`src/design/qgtl_pkg.sv`:
```
// ----------------------------------------------------------------------------
// qgtl_pkg
// Shared types, codes and defaults of the quantized grid table lookup.
// ----------------------------------------------------------------------------
package qgtl_pkg;

   localparam int DEF_TABLE_DEPTH = 4096;
   localparam int DEF_VALUE_WIDTH = 32;
   localparam int DEF_NUM_DIMS    = 3;

   localparam int COORD_W   = 32;
   localparam int RECIP_W   = 32;
   localparam int COUNT_W   = 13;
   localparam int BASE_W    = 12;
   localparam int MODE_W    = 2;
   localparam int STATUS_W  = 2;
   localparam int CSR_IDX_W = 3;
   localparam int CSR_DAT_W = 32;
   localparam int NUM_COLS  = 4;
   localparam int DIM_W     = 2;

   localparam logic [MODE_W-1:0] MODE_APPEND = 2'd0;
   localparam logic [MODE_W-1:0] MODE_LOOKUP = 2'd1;
   localparam logic [MODE_W-1:0] MODE_CLEAR  = 2'd2;

   localparam logic [STATUS_W-1:0] ST_OK         = 2'd0;
   localparam logic [STATUS_W-1:0] ST_OOB        = 2'd1;
   localparam logic [STATUS_W-1:0] ST_NOT_LOADED = 2'd2;
   localparam logic [STATUS_W-1:0] ST_FULL       = 2'd3;

   localparam logic [CSR_IDX_W-1:0] CSR_RECIP_V    = 3'd0;
   localparam logic [CSR_IDX_W-1:0] CSR_RECIP_IRR  = 3'd1;
   localparam logic [CSR_IDX_W-1:0] CSR_RECIP_TEMP = 3'd2;
   localparam logic [CSR_IDX_W-1:0] CSR_COUNT_V    = 3'd3;
   localparam logic [CSR_IDX_W-1:0] CSR_COUNT_IRR  = 3'd4;
   localparam logic [CSR_IDX_W-1:0] CSR_COUNT_TEMP = 3'd5;
   localparam logic [CSR_IDX_W-1:0] CSR_BASE_ROW   = 3'd6;

   localparam logic [RECIP_W-1:0] RECIP_RESET = 32'd65536;
   localparam logic [COUNT_W-1:0] COUNT_RESET = 13'd1;
   localparam logic [BASE_W-1:0]  BASE_RESET  = 12'd1;

   typedef struct packed {
      logic [MODE_W-1:0]         mode;
      logic signed [COORD_W-1:0] volt_value;
      logic signed [COORD_W-1:0] irr_value;
      logic signed [COORD_W-1:0] temp_value;
      logic signed [COORD_W-1:0] current_value;
   } req_type;

   typedef struct packed {
      logic signed [COORD_W-1:0] out_volt;
      logic signed [COORD_W-1:0] out_irr;
      logic signed [COORD_W-1:0] out_temp;
      logic signed [COORD_W-1:0] out_current;
      logic [STATUS_W-1:0]       status;
   } rsp_type;

   typedef enum logic [2:0] {
      S_IDLE,
      S_QMUL,
      S_QCHK,
      S_HORN,
      S_ROWCHK,
      S_DONE
   } state_type;

   typedef struct packed {
      logic accept;
      logic qmul;
      logic qchk;
      logic horn;
      logic rowchk;
      logic load_rsp;
   } cmd_type;

   typedef struct packed {
      logic req_lookup;
      logic oob;
      logic last_dim;
   } sts_type;

endpackage

```
`src/design/qgtl_ctrl.sv`:
```
// ----------------------------------------------------------------------------
// qgtl_ctrl
// Sequencer: accepts a transaction, steps a lookup through quantize,
// index accumulation and row read, then hands the result to the output slot.
// ----------------------------------------------------------------------------
module qgtl_ctrl (
   input  logic              clock,
   input  logic              reset,
   input  logic              req_valid,
   output logic              req_ready,
   output logic              rsp_valid,
   input  logic              rsp_ready,
   input  qgtl_pkg::sts_type sts,
   output qgtl_pkg::cmd_type cmd
);

   qgtl_pkg::state_type state_ff, state_in;
   logic                rsp_valid_ff, rsp_valid_in;

   always_ff @(posedge clock) begin
      if (reset) begin
         state_ff     <= qgtl_pkg::S_IDLE;
         rsp_valid_ff <= 1'b0;
      end else begin
         state_ff     <= state_in;
         rsp_valid_ff <= rsp_valid_in;
      end
   end

   always_comb begin
      state_in     = state_ff;
      cmd          = '0;
      rsp_valid_in = rsp_valid_ff && !rsp_ready;
      unique case (state_ff)
         qgtl_pkg::S_IDLE: begin
            if (req_valid) begin
               cmd.accept = 1'b1;
               state_in   = sts.req_lookup ? qgtl_pkg::S_QMUL : qgtl_pkg::S_DONE;
            end
         end
         qgtl_pkg::S_QMUL: begin
            cmd.qmul = 1'b1;
            state_in = qgtl_pkg::S_QCHK;
         end
         qgtl_pkg::S_QCHK: begin
            cmd.qchk = 1'b1;
            state_in = sts.oob ? qgtl_pkg::S_DONE : qgtl_pkg::S_HORN;
         end
         qgtl_pkg::S_HORN: begin
            cmd.horn = 1'b1;
            state_in = sts.last_dim ? qgtl_pkg::S_ROWCHK : qgtl_pkg::S_QMUL;
         end
         qgtl_pkg::S_ROWCHK: begin
            cmd.rowchk = 1'b1;
            state_in   = qgtl_pkg::S_DONE;
         end
         qgtl_pkg::S_DONE: begin
            if (!rsp_valid_ff || rsp_ready) begin
               cmd.load_rsp = 1'b1;
               rsp_valid_in = 1'b1;
               state_in     = qgtl_pkg::S_IDLE;
            end
         end
         default: begin
            state_in = qgtl_pkg::S_IDLE;
         end
      endcase
   end

   assign req_ready = (state_ff == qgtl_pkg::S_IDLE);
   assign rsp_valid = rsp_valid_ff;

endmodule

```
`config.mk`:
```
export PLATFORM = sky130hd
export DESIGN_NAME = qgtl_ctrl
export DESIGN_NICKNAME = d
export VERILOG_FILES = /design/src/design/qgtl_pkg.sv /design/src/design/qgtl_ctrl.sv
export SDC_FILE = /design/constraint.sdc
export NUM_CORES = 1
export LEC_CHECK = 0
export ABC_AREA = 1
export BUFFER_PORTS_ARGS = -buffer_cell sky130_fd_sc_hd__buf_4
export CAP_MARGIN = 30
export CORE_AREA = 2 2 39 41
export DETAILED_ROUTE_END_ITERATION = 10
export DIE_AREA = 0 0 41 43
export SYNTH_ARGS = -nofsm -noshare
export SYNTH_HDL_FRONTEND = slang
export SYNTH_SLANG_ARGS = --single-unit
export TNS_END_PERCENT = 10
```
`constraint.sdc`:
```
create_clock -name clock -period 2.8 [get_ports clock]
set_input_delay 0.28 -clock clock [delete_from_list [all_inputs] [get_ports clock]]
set_output_delay 0.28 -clock clock [all_outputs]
set_load 0.01 [all_outputs]
```
Yosys cells after proc, flatten, opt, wreduce, memory -nomap -nowiden:

Cells that the tools add are included.

* register bits: 4
* latch bits: 0
* RAM bits: 0
* bits in read-only memories: 0
* input port bits: 7
* logic and storage cells: 31
* memories: 0

* add/subtract/negate cells: 0
* multiply operators: 0
* divide/modulo/power cells: 0
* magnitude comparators: 0
* eq/ne operators: 7
* shifts and indexed selects: 0
* mux-type cells: 16
* bitwise logic cells: 0
* reductions and logical operators: 6

Operators by type and width (count)
* 3-bit one-hot mux with 6 select lines: 1
* 3-bit 2-to-1 mux: 5
* 1-bit 2-to-1 mux: 10
* 3-bit by 2-bit equality test with 1-bit output, second input constant: 2
* 3-bit equality test, second input constant: 2
* 2-bit != test, second input constant: 2
* 3-bit by 1-bit equality test with 1-bit output, second input constant: 1
* 3-bit zero test: 1
* 1-bit zero test: 2
* 2-bit AND reduction: 1
* 1-bit logical AND: 1
* 1-bit logical OR: 1

Logic depth before layout (Yosys ltp):

* word-level depth: 4
* gate-level depth with buffers: 6
* mapped depth without buffers: 6

Worst setup path before layout:

OpenSTA, ideal clock, no wires.

* kind: flip-flop to output port
* start: reg state_ff[2]
* end: out cmd[0] in the netlist's numbering
* arrival time: 0.795 ns
* data required time: 2.520 ns
* path slack: 1.725 ns
* stages on the path, launching flop included: 3
* path through: dfxtp_1 > nand3_2 > a21oi_1

RTL lines
* start, declared: line qgtl_ctrl.sv:17 `qgtl_pkg::state_type state_ff, state_in;`
* start signal, assigned: line qgtl_ctrl.sv:22 `state_ff <= qgtl_pkg::S_IDLE;`
* start signal, assigned: line qgtl_ctrl.sv:25 `state_ff <= state_in;`
* end, declared: line qgtl_ctrl.sv:14 `output qgtl_pkg::cmd_type cmd`

==> impl_metrics.csv <==
group,metric,value,unit
run_status,status,"finished, final reports clean",
critical_path,worstPathBufferInverterCount,2,
critical_path,timing.rr.start,"state_ff[0]$_SDFFE_PP0P_",
clock_tree,worstSkewPairLatency,0.23,ns
floorplan,row_count,14,
placement,place_area,419,µm²
pwr,powerDensity,561,nW/µm²
timing,fmax,708,MHz
pwr,clockPowerShare,0.286,
logic_synthesis,netlist_instances,42,
min_path,worstHoldPathCells,2,
min_path,min_from,"reset",
logic_synthesis,yosys.area_share.xor_xnor,0,
critical_path,crit_family,"flip-flops",
logic_synthesis,synth.top_cells.by_area,"dfxtp_1 27%, inv_1 11%, nor2_4 7.7%, nand3_2 6.8%, nor3_2 6.8%",
pwr,p_int,159,µW
floorplan,die_width,41,µm
pwr,ir_worst_vdd,0.185,mV
timing,final_hold_viol_count,0,
timing,rsz0062_at_grt,"no",
floorplan,dieHeight,43,µm
critical_path,criticalPathCategory,"reg -> out",
clock_tree,postCtsSetupRepairBufs,0,
timing,worstMarginPinSlew,0.262,ns
timing,maxSlewViolCount,0,
critical_path,cp.arrival,1.13,ns
pwr,p_comb_frac,0.397,
routing,wl,624,µm
timing,setup_viol,0,
placement,dp_hpwl,514,µm
flow_run,cap_viol_max_count,0,
logic_synthesis,yosys_warnings,0,
critical_path,path_cells,"inv_1, nor3_2, buf_4",
clock_tree,cts_tree,"done",
routing,ant_nets,0,
routing,num_vias,301,
logic_synthesis,synth_top_family_by_area,"simple AND/OR/NAND/NOR gates",
timing,fin_crit_sh,0.504,
timing,finalCriticalPeriod,1.41,ns
logic_synthesis,avgSynthCellArea,7.00,µm²
finish,regArea,80.1,µm²
logic_synthesis,synth_fa_ha_area_frac,0,
critical_path,worst-r2r-cell-count,4,
logic_synthesis,yosys.area_share.simple,0.430,
finish,multiInputGateArea,169,µm²
pwr,p_seq_frac,0.317,
routing,first_pass_iters,2,
global_routing,grt_pass1_wl,938,µm
finish,drive_gt1_frac,0.525,
global_routing,antenna_found_initial,0,
global_routing,grt_max_degree,8,
clock_tree,max-clock-path-buffers,2,
critical_path,required,2.52,ns
floorplan,die-area,1760,µm²
logic_synthesis,syn_area,294,µm²
pwr,leakagePower,0.000224,µW
critical_path,worst_setup_path_start_kind,"flop",
finish,syn_to_final_growth,50.2,%
timing,skew,0.00342,ns
placement,globalplace.congestion,0.700,
clock_tree,cts-resized-gates,0,
routing,vias_per_cell,4.01,
clock_tree,holdBufCountCts,0,
logic_synthesis,yosysSeqAreaShare,0.272,
logic_synthesis,synth-compound-area-share,0.145,
finish,nNetsFinal,68,
global_routing,grt_usage,0.0863,
critical_path,r2r_setup_slack,1.75,ns
critical_path,slowest_stage,"dfxtp_1",
timing,maxSlewHeadroom,0.825,
logic_synthesis,yosysUniqueCellTypes,16,
global_routing,gr-total-overflow,0,
floorplan,core,1380,µm²
floorplan,start_util,0.212,
pwr,fin_total_pwr,248,µW
logic_synthesis,syn_nets,49,
logic_synthesis,synth_top_area_cell,"dfxtp_1",
logic_synthesis,synth_seq_cells,4,
critical_path,crit_path_max_incr_delay,0.46,ns
routing,initialDrtViolationCount,3,
finish,n_fill_cell,158,
timing,fin_tns_setup,0,ns
pwr,switching_share,0.359,
critical_path,crit_path_max_fanout,7,
timing,timing.final.ws_setup,1.39,ns
critical_path,rr_endpoint,"state_ff[0]$_SDFFE_PP0P_",
floorplan,io_pins,15,
routing,routedWlPerCell,8.32,µm
min_path,min_to,"state_ff[2]$_SDFFE_PP0P_",
clock_tree,cts_sinks,4,
routing,remaining_drc_errors,0,
logic_synthesis,synth_mux_area_frac,0,
clock_tree,cts_buffers,3,
logic_synthesis,synth_top_area_frac,0.272,
finish,final_area,442,µm²
global_routing,grt_pass1_vias,255,
placement,pre_cts_ws,1.63,ns
clock_tree,clk_pin_slew,0.04,ns
finish,finalCoreUtilization,0.319,
pwr,switchingPower,88.8,µW
critical_path,crit_path_end_kind,"primary output",
placement,io_buffers,14,
clock_tree,cts-root-buf,"clkbuf_4",
finish,antenna_cells,0,
clock_tree,htree_num_levels,1,
min_path,hold_class,"in -> reg",
[cells in the final DEF (no fill, tap or decap), drive strengths merged]
| cell | n |
|---|---|
| dfxtp | 4 |
| clkbuf | 3 |
| nor2 | 6 |
| a21oi | 5 |
| buf | 14 |
| o21ai | 2 |
| inv | 12 |
| nand2 | 5 |
| nor3 | 2 |
| nand4 | 2 |
| nand3 | 4 |
[cell type report]
| type | count | share of cell area |
|---|---|---|
| timing repair buffer | 14 | 0.238 |
| sequential | 4 | 0.181 |
| inverter | 12 | 0.102 |
| multi-input combinational | 26 | 0.382 |
| clock buffer | 3 | 0.0510 |
| tap | 16 | 0.0453 |
[worst max-delay path by stage]
stage	from	end	slack [ns]	cells past startpoint
floorplan	state_ff[2]$_SDFFE_PP0P_	cmd[0]	1.73	2
global placement	state_ff[0]$_SDFFE_PP0P_	cmd[0]	1.65	3
detailed placement	state_ff[0]$_SDFFE_PP0P_	cmd[4]	1.63	3
CTS	state_ff[0]$_SDFFE_PP0P_	cmd[4]	1.37	3
global route	state_ff[2]$_SDFFE_PP0P_	cmd[0]	1.27	3
finish	state_ff[0]$_SDFFE_PP0P_	cmd[4]	1.39	3
[state kept, by name, summed over array words and instances (netlist names)]
signal and cells:
state_ff 3, rsp_valid 1
[power groups by stage]
stage | registers (µW) | clock network [µW] | logic [µW]
after detailed placement | 79.6 | 0 | 99.4
after global placement | 79.3 | 0 | 98.9
final | 78.5 | 70.9 | 98.3
after global routing | 80.2 | 78.5 | 110
after floorplan | 77.8 | 0 | 60.4
after CTS | 78.6 | 76.6 | 99.7
[cells in the mapped netlist]
library cell and n:
a21oi_1 3, a21oi_2 2, dfxtp_1 4, inv_1 9
inv_2 3, nand2_1 4, nand2_2 1, nand3_1 2
nand3_2 2, nand4_1 2, nor2_1 2, nor2_2 2
nor2_4 2, nor3_2 2, o21ai_0 1, o21ai_1 1
[per-stage QoR]
| stage | instances | hold slack [ns] |
|---|---|---|
| finish | 75 | 0.239 |
| global route | 75 | 0.240 |
| CTS | 75 | 0.223 |
| detailed placement | 72 | 0.477 |
| global placement | 72 | 0.477 |
| floorplan | 42 | 0.342 |
[routing by layer]
metal / global-route usage / share of wire / up-vias
met5: 0 / 0 / -
met1: 0.0836 / 0.39 / 127
met4: 0.100 / 0.016 / 0
met2: 0.122 / 0.54 / 6
met3: 0.0314 / 0.059 / 2
li1: - / - / 166
[kinds of logic (layout without fill, tap and decap cells)]
group	Yosys count	count (layout)
flip-flops	4	4
AND/OR/NAND/NOR	19	19
buffers and inverters	12	29
AO/OA/AOI/OAI	7	7
(Power assumes the default switching activity.)
